File: config.mk
export PLATFORM = sky130hd
export DESIGN_NAME = clps_div
export DESIGN_NICKNAME = d
export VERILOG_FILES = /design/src/hw/rtl/clps_pkg.sv /design/src/hw/rtl/clps_div.sv
export SDC_FILE = /design/constraint.sdc
export NUM_CORES = 2
export LEC_CHECK = 0
export ABC_AREA = 1
export BUFFER_PORTS_ARGS = -buffer_cell sky130_fd_sc_hd__buf_2
export CORE_MARGIN = 2
export CORE_UTILIZATION = 36
export CTS_CLUSTER_DIAMETER = 100
export DETAILED_ROUTE_END_ITERATION = 16
export SLEW_MARGIN = 20
export SYNTH_ARGS = -nofsm -noshare
export SYNTH_HDL_FRONTEND = slang
export SYNTH_SLANG_ARGS = --single-unit
File: constraint.sdc
create_clock -name clock -period 3.1 [get_ports clock]
set_input_delay 0.155 -clock clock [delete_from_list [all_inputs] [get_ports clock]]
set_output_delay 0.155 -clock clock [all_outputs]
set_load 0.02 [all_outputs]
File: src/hw/rtl/clps_pkg.sv
// ----------------------------------------------------------------------------
// clps_pkg
// Shared constants and types of the cell load priority scorer.
// ----------------------------------------------------------------------------
package clps_pkg;

   // Configuration register indexes.
   localparam int CSR_IDX_W = 3;
   localparam logic [CSR_IDX_W-1:0] CSR_CELL_SIZE     = 3'd0;
   localparam logic [CSR_IDX_W-1:0] CSR_LOAD_RADIUS   = 3'd1;
   localparam logic [CSR_IDX_W-1:0] CSR_UNLOAD_RADIUS = 3'd2;
   localparam logic [CSR_IDX_W-1:0] CSR_DIR_ENABLE    = 3'd3;
   localparam logic [CSR_IDX_W-1:0] CSR_DIR_WEIGHT    = 3'd4;

   localparam logic [30:0] RST_CELL_SIZE     = 31'd4194304;
   localparam logic [30:0] RST_LOAD_RADIUS   = 31'd16777216;
   localparam logic [30:0] RST_UNLOAD_RADIUS = 31'd20971520;
   localparam logic [14:0] RST_DIR_WEIGHT    = 15'd2048;

   // Square root pipeline: 64 bit radicand, one root bit per stage.
   localparam int SQ_IN_W   = 64;
   localparam int SQ_ROOT_W = 32;

   // Divider pipeline: 31 bit divisor.
   localparam int DIV_D_W = 31;
   localparam int DIV_Q_W = 17;
   localparam int DIV_N_W = DIV_D_W + DIV_Q_W;

   localparam logic [16:0] Q14_ONE     = 17'd16384;
   localparam logic [31:0] BONUS_ROUND = 32'd4096;

   // Geometry handed from the front end to the root and divide stages.
   typedef struct packed {
      logic [63:0] dist_sq;
      logic        sat;
      logic        nonzero;
      logic [61:0] len_sq;
      logic [46:0] dot_mag;
      logic        dot_neg;
   } clps_geom_type;

endpackage

File: src/hw/rtl/clps_div.sv
// ----------------------------------------------------------------------------
// clps_div
// Pipelined restoring divider, one quotient bit per stage. The upper
// DIV_D_W bits of the dividend must be below the divisor.
// ----------------------------------------------------------------------------
module clps_div
   import clps_pkg::*;
#(
   parameter int SIDE_W = 1
)
(
   input  logic               clock,
   input  logic               reset,
   input  logic               en,
   input  logic               in_valid,
   input  logic [DIV_N_W-1:0] dividend,
   input  logic [DIV_D_W-1:0] divisor,
   input  logic [SIDE_W-1:0]  side_in,
   output logic               out_valid,
   output logic [DIV_Q_W-1:0] quotient,
   output logic [SIDE_W-1:0]  side_out
);

   logic [DIV_D_W-1:0] r_ff    [DIV_Q_W];
   logic [DIV_Q_W-1:0] low_ff  [DIV_Q_W];
   logic [DIV_Q_W-1:0] q_ff    [DIV_Q_W];
   logic [DIV_D_W-1:0] den_ff  [DIV_Q_W];
   logic [SIDE_W-1:0]  side_ff [DIV_Q_W];
   logic               valid_ff[DIV_Q_W];

   genvar k;
   for (k = 0; k < DIV_Q_W; k++) begin : g_stage
      logic [DIV_D_W-1:0] r_prev, den_prev, r_in;
      logic [DIV_Q_W-1:0] low_prev, q_prev;
      logic [SIDE_W-1:0]  side_prev;
      logic               valid_prev;
      logic [DIV_D_W:0]   t, diff;
      logic               ge;

      if (k == 0) begin : g_first
         assign r_prev     = dividend[DIV_N_W-1:DIV_Q_W];
         assign low_prev   = dividend[DIV_Q_W-1:0];
         assign q_prev     = '0;
         assign den_prev   = divisor;
         assign side_prev  = side_in;
         assign valid_prev = in_valid;
      end else begin : g_rest
         assign r_prev     = r_ff[k-1];
         assign low_prev   = low_ff[k-1];
         assign q_prev     = q_ff[k-1];
         assign den_prev   = den_ff[k-1];
         assign side_prev  = side_ff[k-1];
         assign valid_prev = valid_ff[k-1];
      end

      always_comb begin
         t    = {r_prev, low_prev[DIV_Q_W-1]};
         diff = t - {1'b0, den_prev};
         ge   = t >= {1'b0, den_prev};
         r_in = ge ? diff[DIV_D_W-1:0] : t[DIV_D_W-1:0];
      end

      always_ff @(posedge clock) begin
         if (reset) begin
            valid_ff[k] <= 1'b0;
         end else if (en) begin
            valid_ff[k] <= valid_prev;
         end
      end

      always_ff @(posedge clock) begin
         if (en) begin
            r_ff[k]    <= r_in;
            low_ff[k]  <= low_prev << 1;
            q_ff[k]    <= {q_prev[DIV_Q_W-2:0], ge};
            den_ff[k]  <= den_prev;
            side_ff[k] <= side_prev;
         end
      end
   end

   assign out_valid = valid_ff[DIV_Q_W-1];
   assign quotient  = q_ff[DIV_Q_W-1];
   assign side_out  = side_ff[DIV_Q_W-1];

endmodule
# Yosys cells after proc, flatten, opt, wreduce, memory -nomap -nowiden
# Memories as Yosys holds them, arrays and structs flattened.
# Cells that the tools add are included.
# op_classes
n_addsub	17
n_lt_le_gt_ge	17
muxes	40
n_bitwise	17
# ops
cell	count
greater-or-equal comparator 32 x 31 -> 1 bit	17
2-to-1 mux 31 bit	17
subtractor 31 bit	17
2-to-1 mux 1 bit	23
bitwise OR 1 bit	17
# totals
ff_bits	0
mem_bits_rw	1649
output_inout_bits	19
wordCells	97
memories	6
# memory_table
memory	depth	width	read_ports	rd_clocked_by_memory_dff	write_ports	line_no	source
den_ff	17	31	16	0	17	clps_div.sv:27	logic [DIV_D_W-1:0] den_ff [DIV_Q_W];
r_ff	17	31	16	0	17	clps_div.sv:24	logic [DIV_D_W-1:0] r_ff [DIV_Q_W];
q_ff	17	17	17	0	17	clps_div.sv:26	logic [DIV_Q_W-1:0] q_ff [DIV_Q_W];
low_ff	17	16	16	0	17	clps_div.sv:25	logic [DIV_Q_W-1:0] low_ff [DIV_Q_W];
side_ff	17	1	17	0	17	clps_div.sv:28	logic [SIDE_W-1:0] side_ff [DIV_Q_W];
valid_ff	17	1	17	0	17	clps_div.sv:29	logic valid_ff[DIV_Q_W];

# Logic depth before layout (Yosys ltp)
# depth
ltp_word	4
mapped_depth	17
ltp_nobuf	15

# Worst setup path before layout
# OpenSTA, ideal clock, no wires.
# synth_path
path_type	register to register
start	memory den_ff[6][0] (netlist: den_ff[0][186])
end	memory r_ff[7][6] (netlist: r_ff[0][223]), data pin
setup_time_ns	0.252
arrival_ns	1.985
required_time_ns	2.848
slack_ns	0.863
path_stages_with_launch	17
path_buffers	2
synth_period_minus_slack_ns	2.237
cell_sequence	edfxtp_1 > ha_1 > fa_1 > inv_1 > nand2_1 > nand2_1 > nand3_1 > nand2_2 > nand2_1 > nand3_1 > nand2_2 > nand2_4 > inv_2 > buf_6 > buf_8 > nand2_2 > nand2_1
# synth_lines
item	line_no
from (decl)	clps_div.sv:27
to (decl)	clps_div.sv:24

==> metrics.cfg <==
[global_routing]
grt_usage=0.2062
overflow=0
antenna_found_initial=3
grt_max_degree=91
grt_pass1_wl_mm=392.2
grt_pass1_vias=67270

[floorplanning]
initial_utilization=0.3619
fp.dieH_um=495.7
rows=180
fp.coreArea_um2=240500
dieArea_um2=245800
design.portCount=103
fp.dieW_um=495.7

[logic_synthesis]
synthAdderAreaFrac=0.07943
netlist_top_cells_count=nand2_1 (4693), inv_1 (2497), edfxtp_1 (1315)
muxShareOfSynthArea=0
netlist_area_um2=87050
synth_top_family_by_area=simple AND/OR/NAND/NOR gates
synth_top_area_cell=edfxtp_1
async_flop_share=0
synth_compound_area_frac=0.02429
synth_xor_area_frac=0.02254
synth-simple-area-share=0.3026
synthesis.nets=12190
synth_enable_flop_cells=1315
synth.avg_cell_area_um2=7.529
synth_most_common_cell=nand2_1
synth_cell_types=35
synth.ff_latch_count=1315
netlist_instances=11560
yosysWarnings=0
ys.flop_type=edfxtp_1
yosysSeqAreaShare=0.4536
synth_area_leaders=edfxtp_1 (45%), nand2_1 (20%), inv_1 (11%)
synth_top_area_frac=0.4536

[timing]
worst_pin_slew_ns=0.6820
timing_hold_violations_final=0
fin_skew_ns=0.02295
min_period_over_period=0.9187
final.setup.tns_ns=0
finalMaxSlewViolations=0
fin_crit_ns=2.848
max_slew_margin=0.5447
hold_ws_ns=0.08548
setup_violations=0
rsz0062_at_grt=no
fmax_mhz=351.1
setup_ws_ns=0.2520

[worst_setup_path]
cp_slowest_cell=edfxtp_1
timing.rr.start=den_ff[0][217]$_DFFE_PP_
worst_path_largest_cell_delay_ns=0.48
crit_type=reg -> reg
r2r_slack_ns=0.25
cp-start-kind=flip-flop
crit_top_cell=nand2_1
crit_required_ns=3.64
critPathLaunch=den_ff[0][217]$_DFFE_PP_
cp-end-kind=flip-flop
cp.arrival_ns=3.39
cp_max_fo=29
crit_chain=ha_1 -> fa_1 -> inv_1 -> nand2_1 -> nand2_1 -> nand3_1 -> nand2_1 -> nand2_1 -> nand3_1 -> nand2_1 -> nand2_4 -> inv_4 -> nand2_1 -> nand2_1

[cts]
cts_buffers=155
htreeDepth=4
tritoncts=done
clockRootBuffer=clkbuf_16
clock_latency_ns=0.82
clk_path_buf_depth=3
path_clk_slew_ns=0.06
clock_sinks=1315

[cells_and_area]
nets=12540
postLayoutCellArea_um2=98070
fin_cells=15230
fill_cells=24950
utilization=0.4077
drive_gt1_frac=0.05232
syn_to_final_growth_pct=12.65

[placed_design]
io_buffers=102
dp_cells=14840
place_ws_ns=0.09319
gp_congestion=0.9350
post_dp_cell_area_um2=91760
dp_hpwl_mm=207.1

[hold_path]
worstHoldStart=dividend[6]
hp-class=in -> reg

[routing]
drc=0
wl_per_cell_um=16.73
via_count=70380
drtIter0Drc=5740
via_per_inst=4.621
final_antenna_net_count=0
drt-pass1-iter-count=6
routed_wl_mm=254.7

[power]
total_power_mw=93.05
power.leakage_nw=51.07
power_density_nw_per_um2=948.8
irDropWorstVdd_v=0.0004407

[flow_run]
max_cap_violations=0

[outcome]
status=finished, final reports clean

==> flip-flops by register name, indices dropped and copies added, names as in the netlist <==
name	flops
den_ff	496
low_ff	136
q_ff	153
r_ff	496
side_ff	17
valid_ff	17
==> worst max-delay path: cells and delay by family (launching register included) <==
family,cells,cell delay (ns)
buffers and inverters,2,0.31
adder cells (fa/ha/maj),2,0.65
flip-flops,1,0.48
AND/OR/NAND/NOR,10,1.08
==> cells by family after synthesis <==
group           after synthesis
flops                      1315
xor+xnor                    224
compound gates              388
simple gates               6453
buf+inv                    2639
fa+ha+maj                   543
==> worst paths after layout <==
check / cells after the start / end
worst max register to register: 14 / r_ff[0][250]$_DFFE_PP_
worst min register to register: 0 / low_ff[0][30]$_DFFE_PP_
worst max-delay path: 14 / r_ff[0][250]$_DFFE_PP_
worst min-delay path: 2 / low_ff[0][6]$_DFFE_PP_
==> metal layers <==
layer | vias to the layer above | global-route usage | part of all wire
met2 | 1560 | 0.3482 | 0.47
met3 | 348 | 0.02406 | 0.043
met1 | 31980 | 0.2769 | 0.46
met5 | - | 0 | 0
li1 | 36490 | - | -
met4 | 0 | 0.06140 | 0.028
==> cell type report <==
class | count | area, um^2 | area share
clock buffers | 182 | 4086 | 0.04167
diodes | 3 | 7.507 | 0.00007655
inverters | 2542 | 9549 | 0.09738
well taps | 3185 | 3985 | 0.04064
multi-input cells | 7608 | 37330 | 0.3807
flip-flops and latches | 1315 | 39490 | 0.4027
clock inverters | 104 | 1151 | 0.01174
repair buffers | 290 | 2464 | 0.02512
==> power breakdown <==
part	total [mW]	switching [mW]	internal, mW
clock	18.8	7.81	11.0
sequential	29.5	3.69	25.8
combinational	44.8	30.1	14.7
total	93.0	41.5	51.5
==> cells in the final DEF, fill, tap and decap left out, types with 5 or more instances in the layout <==
cell type and instances:
a21oi_1 272, or2_1 5, clkinv_4 7, nand2_4 16
nor2_4 32, o21ai_0 53, inv_1 2497, clkinv_1 16
inv_6 7, bufinv_16 17, or2_0 11, inv_2 42
nand2_2 32, dlygate4sd3_1 104, buf_4 62, edfxtp_1 1315
clkinv_2 30, buf_12 22, fa_1 16, or2_2 33
nor2_2 25, ha_1 527, nand4_1 104, a21oi_2 12
clkinv_8 5, nand2_1 4693, o21bai_1 48, nor3_1 62
nor2_1 652, clkinvlp_4 15, nand3b_1 43, nand3_1 697
clkbuf_16 160, buf_2 101, xor2_1 219, and3_1 19
xnor2_1 5, clkbuf_1 22, and2_1 27
==> timing repair <==
action | in CTS | in global routing
setup endpoints to repair | 0 | 42
setup buffers | 0 | 1
hold buffers | 104 | 0
gates resized for setup | 0 | 7
hold endpoints to repair | 145 | 0
No activity file was read; power rests on OpenSTA's default activity.
