<file path="src/hw/rtl/clps_pkg.sv">
// ----------------------------------------------------------------------------
// clps_pkg
// Shared constants and types of the cell load priority scorer.
// ----------------------------------------------------------------------------
package clps_pkg;

   // Configuration register indexes.
   localparam int CSR_IDX_W = 3;
   localparam logic [CSR_IDX_W-1:0] CSR_CELL_SIZE     = 3'd0;
   localparam logic [CSR_IDX_W-1:0] CSR_LOAD_RADIUS   = 3'd1;
   localparam logic [CSR_IDX_W-1:0] CSR_UNLOAD_RADIUS = 3'd2;
   localparam logic [CSR_IDX_W-1:0] CSR_DIR_ENABLE    = 3'd3;
   localparam logic [CSR_IDX_W-1:0] CSR_DIR_WEIGHT    = 3'd4;

   localparam logic [30:0] RST_CELL_SIZE     = 31'd4194304;
   localparam logic [30:0] RST_LOAD_RADIUS   = 31'd16777216;
   localparam logic [30:0] RST_UNLOAD_RADIUS = 31'd20971520;
   localparam logic [14:0] RST_DIR_WEIGHT    = 15'd2048;

   // Square root pipeline: 64 bit radicand, one root bit per stage.
   localparam int SQ_IN_W   = 64;
   localparam int SQ_ROOT_W = 32;

   // Divider pipeline: 31 bit divisor.
   localparam int DIV_D_W = 31;
   localparam int DIV_Q_W = 17;
   localparam int DIV_N_W = DIV_D_W + DIV_Q_W;

   localparam logic [16:0] Q14_ONE     = 17'd16384;
   localparam logic [31:0] BONUS_ROUND = 32'd4096;

   // Geometry handed from the front end to the root and divide stages.
   typedef struct packed {
      logic [63:0] dist_sq;
      logic        sat;
      logic        nonzero;
      logic [61:0] len_sq;
      logic [46:0] dot_mag;
      logic        dot_neg;
   } clps_geom_type;

endpackage

</file>
<file path="src/hw/rtl/clps_sqrt.sv">
// ----------------------------------------------------------------------------
// clps_sqrt
// Pipelined integer square root, one root bit per stage, with a sideband
// that travels alongside the radicand.
// ----------------------------------------------------------------------------
module clps_sqrt
   import clps_pkg::*;
#(
   parameter int SIDE_W = 1
)
(
   input  logic                 clock,
   input  logic                 reset,
   input  logic                 en,
   input  logic                 in_valid,
   input  logic [SQ_IN_W-1:0]   radicand,
   input  logic [SIDE_W-1:0]    side_in,
   output logic                 out_valid,
   output logic [SQ_ROOT_W-1:0] root,
   output logic [SIDE_W-1:0]    side_out
);

   // The remainder never exceeds twice the partial root.
   localparam int RW = SQ_ROOT_W + 3;

   logic [SQ_IN_W-1:0]   n_ff    [SQ_ROOT_W];
   logic [RW-1:0]        rem_ff  [SQ_ROOT_W];
   logic [SQ_ROOT_W-1:0] root_ff [SQ_ROOT_W];
   logic [SIDE_W-1:0]    side_ff [SQ_ROOT_W];
   logic                 valid_ff[SQ_ROOT_W];

   genvar k;
   for (k = 0; k < SQ_ROOT_W; k++) begin : g_stage
      logic [SQ_IN_W-1:0]   n_prev;
      logic [RW-1:0]        rem_prev;
      logic [SQ_ROOT_W-1:0] root_prev;
      logic [SIDE_W-1:0]    side_prev;
      logic                 valid_prev;
      logic [RW-1:0]        rem_sh, trial, rem_in;
      logic [SQ_ROOT_W-1:0] root_in;

      if (k == 0) begin : g_first
         assign n_prev     = radicand;
         assign rem_prev   = '0;
         assign root_prev  = '0;
         assign side_prev  = side_in;
         assign valid_prev = in_valid;
      end else begin : g_rest
         assign n_prev     = n_ff[k-1];
         assign rem_prev   = rem_ff[k-1];
         assign root_prev  = root_ff[k-1];
         assign side_prev  = side_ff[k-1];
         assign valid_prev = valid_ff[k-1];
      end

      always_comb begin
         rem_sh = {rem_prev[RW-3:0], n_prev[SQ_IN_W-1 -: 2]};
         trial  = RW'({root_prev, 2'b01});
         if (rem_sh >= trial) begin
            rem_in  = rem_sh - trial;
            root_in = {root_prev[SQ_ROOT_W-2:0], 1'b1};
         end else begin
            rem_in  = rem_sh;
            root_in = {root_prev[SQ_ROOT_W-2:0], 1'b0};
         end
      end

      always_ff @(posedge clock) begin
         if (reset) begin
            valid_ff[k] <= 1'b0;
         end else if (en) begin
            valid_ff[k] <= valid_prev;
         end
      end

      always_ff @(posedge clock) begin
         if (en) begin
            n_ff[k]    <= n_prev << 2;
            rem_ff[k]  <= rem_in;
            root_ff[k] <= root_in;
            side_ff[k] <= side_prev;
         end
      end
   end

   assign out_valid = valid_ff[SQ_ROOT_W-1];
   assign root      = root_ff[SQ_ROOT_W-1];
   assign side_out  = side_ff[SQ_ROOT_W-1];

endmodule

</file>
<file path="config.mk">
export PLATFORM = sky130hd
export DESIGN_NAME = clps_sqrt
export DESIGN_NICKNAME = d
export VERILOG_FILES = /design/src/hw/rtl/clps_pkg.sv /design/src/hw/rtl/clps_sqrt.sv
export SDC_FILE = /design/constraint.sdc
export NUM_CORES = 2
export LEC_CHECK = 0
export BUFFER_PORTS_ARGS = -buffer_cell sky130_fd_sc_hd__buf_2
export CORE_MARGIN = 5
export CORE_UTILIZATION = 62
export DETAILED_ROUTE_END_ITERATION = 10
export PLACE_DENSITY = 0.85
export SLEW_MARGIN = 0
export SYNTH_ARGS = -nofsm -noshare
export SYNTH_HDL_FRONTEND = slang
export SYNTH_MEMORY_MAX_BITS = 65536
export SYNTH_SLANG_ARGS = --single-unit
</file>
<file path="constraint.sdc">
create_clock -name clock -period 4.2 [get_ports clock]
set_clock_uncertainty 0.15 [all_clocks]
set_input_delay 1.05 -clock clock [delete_from_list [all_inputs] [get_ports clock]]
set_output_delay 1.05 -clock clock [all_outputs]
set_load 0.02 [all_outputs]
</file>
; ---- After elaboration in Yosys (flattened, before gate mapping)
; Memories as Yosys holds them, arrays and structs flattened.
; Cells that the tools add are included.
[totals]
mem_count = 5
in_bits = 69
word_cells = 203
reg_bits = 0
ram_bits = 4192
[memory_table]
columns = memory, words, width, rd, rd_clocked_by_memory_dff, wr, line_no
row1 = n_ff, 32, 62, 31, 0, 32, clps_sqrt.sv:26  ; logic [SQ_IN_W-1:0] n_ff [SQ_ROOT_W];
row2 = rem_ff, 32, 35, 31, 0, 32, clps_sqrt.sv:27  ; logic [RW-1:0] rem_ff [SQ_ROOT_W];
row3 = root_ff, 32, 32, 32, 0, 32, clps_sqrt.sv:28  ; logic [SQ_ROOT_W-1:0] root_ff [SQ_ROOT_W];
row4 = side_ff, 32, 1, 32, 0, 32, clps_sqrt.sv:29  ; logic [SIDE_W-1:0] side_ff [SQ_ROOT_W];
row5 = valid_ff, 32, 1, 32, 0, 32, clps_sqrt.sv:30  ; logic valid_ff[SQ_ROOT_W];
[classes]
bitwise = 32
n_lt_le_gt_ge = 32
addsub = 32
n_mux = 102
[ops]
columns = cell, n
row1 = $mux W35, 32
row2 = $ge A35 B34 Y1, 31
row3 = $sub A35 B34 Y35, 31
row4 = $mux W1, 70
row5 = $or A1 B1 Y1, 32
row6 = $sub A2 B1 Y3 const B, 1
row7 = $ge A2 B1 Y1 const B, 1

; ---- Longest topological paths before layout
[depth]
ltp_word = 4
ltp_mapped = 14
mapped_depth_nobuf = 12

; ---- Least setup slack after synthesis
; Ideal clock, no wire load.
[synth_timing]
path_type = flip-flop to flip-flop
startpoint = memory rem_ff[0][74] (netlist bit)
endpoint = memory rem_ff[0][130] (netlist bit) (data pin)
arrival_ns = 3.365
path_slack_ns = 0.428
synth_period_minus_slack_ns = 3.772
setup_time_ns = 0.257
stages_incl_launch_ff = 11
path_buffers = 1
cell_sequence = edfxtp_1 -> or4_1 -> nor4_1 -> or4b_1 -> or4_4 -> nor4_1 -> or3_1 -> clkbuf_1 -> nor3_1 -> and4bb_2 -> xor2_1
[synth_rtl]
columns = element, line_no
row1 = "start, declared", clps_sqrt.sv:27

==> impl_metrics.yaml <==
logic_synthesis:
  netlist_instances: 9152
  ys_ff_latch: 2558
  synth_edf_count: 2558
  synth_fp_nets: 9782
  syn_avg_cell_area_um2: 13.0
  yosysWarnings: 0
  synth_area_mm2: 0.119
  synth_cell_types: 88
  synth_ff_type: "edfxtp_1"
  async_flop_share_pct: 0
  ys_seq_area_share_pct: 64.8
timing:
  setup_viol: 0
  final-hold-violation-count: 0
  period_share_pct: 95.8
  min_period_ps: 4020
  final.setup.tns_ps: 0
  fmax_ghz: 0.248
  maxSlewHeadroom_pct: 19.3
  rsz0062_at_grt: "false"
  maxSlewViolCount: 0
  whs_ps: 143
  worst_pin_slew_ps: 1210
critical_path:
  cp_slowest_cell: "or4_1"
  startpoint_type: "flip-flop"
  crit_chain: "or3_1 > or3_1 > or4_1 > or4_1 > a31oi_1 > o211a_1 > inv_2 > o2111ai_1 > nor4_1 > xor2_1"
  worstPathArrival_ps: 4520
  end_kind: "flip-flop"
  cp_max_fo: 13
  max_stage_delay_ps: 480
  critPathRequiredTime_ps: 4700
  critical_path_class: "reg2reg"
power:
  ir_drop_mv: 0.619
  powerDensity_mw_per_mm2: 554
  p_int_mw: 52.2
  p_leak_nw: 50.4
  power.switching_mw: 20.7
  power_mw: 72.9
  swShare_pct: 28.4
  pwr-share-clk_pct: 31.9
  pwr-share-comb_pct: 20.7
  seqPwrFrac_pct: 47.4
layout:
  fin_cells: 12200
  design_area_mm2: 0.132
  diodes: 0
  drive_above_1_share_pct: 8.01
  syn_to_final_growth_pct: 11.0
  final_common_cell: "edfxtp_1"
  final_nets: 10100
  final_cell_mix: "edfxtp_1, inv_1, nand2_1"
routing:
  drt-pass1-iter-count: 8
  wl_per_cell_um: 21.5
  viasPerCell: 6.01
  drcViolationCount: 0
  via_count: 73100
  drtIter0Drc: 6168
  ant_nets: 0
  routed_wl_um: 261000
clocking:
  cts_tree: "done"
  cts_num_sinks: 2558
  post_cts_buffers: 0
  cts_root_buffer: "clkbuf_16"
  cts_max_path_buffers: 4
  htreeDepth: 5
  hold_buffers: 0
  clkTransAtPathRegs_ps: 70
  cts_inserted_buffers: 277
  worstSkewPairLatency_ps: 920
place:
  post-dp-hpwl_um: 185000
  port_buffers: 102
  place_congestion: 0.947
  dp.cells: 11700
  placed_area_mm2: 0.123
grt:
  grt_pass1_vias: 73200
  antenna_found_initial: 2
  overflow: 0
  track_usage_pct: 26.0
  grt_max_degree: 153
  grt_first_pass_wirelength_um: 405000
floorplan:
  start_util_pct: 62.3
  rows: 160
  fp.dieW_um: 447
  die_y_um: 447
  ios: 103
  core_mm2: 0.190
  die-area_mm2: 0.200
job:
  max_cap_viol_count: 0
min_path:
  min_path_type: "in2reg"
status:
  status: "finished clean"
layer usage:
| metal | wire length (um) | vias up | GRT usage (%) |
|---|---|---|---|
| met4 | 16600 | 0 | 14.3 |
| li1 | - | 34500 | - |
| met1 | 99000 | 35300 | 30.6 |
| met3 | 12400 | 850 | 3.53 |
| met5 | 0 | - | 0 |
| met2 | 133000 | 2495 | 46.1 |
worst max-delay path, delay by kind of cell (launching register included):
kind                   cells  cell delay [ps]
AND/OR/NAND/NOR            5             1940
AO/OA/AOI/OAI              3              940
flip-flops                 1              420
XOR/XNOR                   1              180
buffers and inverters      1              130
worst paths after layout:
path	to	startpoint	slack (ps)	cells after the start
setup / recovery	rem_ff[0][378]$_DFFE_PP_	rem_ff[0][337]$_DFFE_PP_	180	10
hold / removal	n_ff[0][18]$_DFFE_PP_	radicand[18]	140	1
setup reg to reg	rem_ff[0][378]$_DFFE_PP_	rem_ff[0][337]$_DFFE_PP_	180	10
hold reg to reg	n_ff[0][705]$_DFFE_PP_	n_ff[0][641]$_DFFE_PP_	240	0
power by group through the flow:
stage | Sequential [mW] | Combinational, mW | Clock [mW]
floorplan | 33.9 | 10.8 | 0
global placement | 35.0 | 14.4 | 0
detailed placement | 35.0 | 14.8 | 0
CTS | 34.6 | 14.9 | 23.8
global route | 34.8 | 16.6 | 24.9
finish | 34.6 | 15.1 | 23.3
flip-flops by register name, summed over array words and instances, names as in the netlist:
register	flops
side_ff	32
valid_ff	32
rem_ff	974
n_ff	992
root_ff	528
cell usage after synthesis, drive strengths merged, types with 184 or more instances:
library cell  count  area, um2
edfxtp         2558      76800
inv             707       2650
nand2           674       2530
ha              561       7020
o21ai           553       2770
a21oi           501       2510
nor2            492       1850
xor2            428       3750
xnor2           382       3350
a21o            239       1790
nor3            230       1160
clkbuf          184        691
cells by family (layout without fill, tap and decap cells):
kind of cell,count (synthesis),after routing,synth area share (%)
DFF,2558,2558,64.8
and+or+nand+nor,2381,2381,9.97
AOI/OAI and AO/OA,1848,1848,9.62
buffers and inverters,904,1413,2.87
xor gates and xnor gates,810,810,5.99
adders and majority gates,561,561,5.92
muxes,89,89,0.832
other,1,1,0.00316
area by class of cell:
type / count / area, um2
repair buffers: 241 / 1930
clock inverters: 135 / 1320
fillers: 12800 / 58700
well taps: 2511 / 3140
clock buffers: 330 / 7220
multi-input cells: 5690 / 38400
inverters: 707 / 2650
flip-flops and latches: 2558 / 76800
metrics by stage:
| step | util (%) | setup WS [ps] |
|---|---|---|
| after floorplan | - | 428 |
| final | 69.2 | 175 |
| after CTS | 69.2 | 209 |
| after global routing | 69.2 | 40.2 |
| after global placement | 64.7 | 263 |
| after detailed placement | 64.7 | 228 |
timing repair:
item | in CTS | in global routing
endpoints found under the hold margin | 0 | 0
resized for setup | 0 | 3
setup endpoints to repair | 0 | 8
Note: power is estimated with default switching activity, not from simulation.
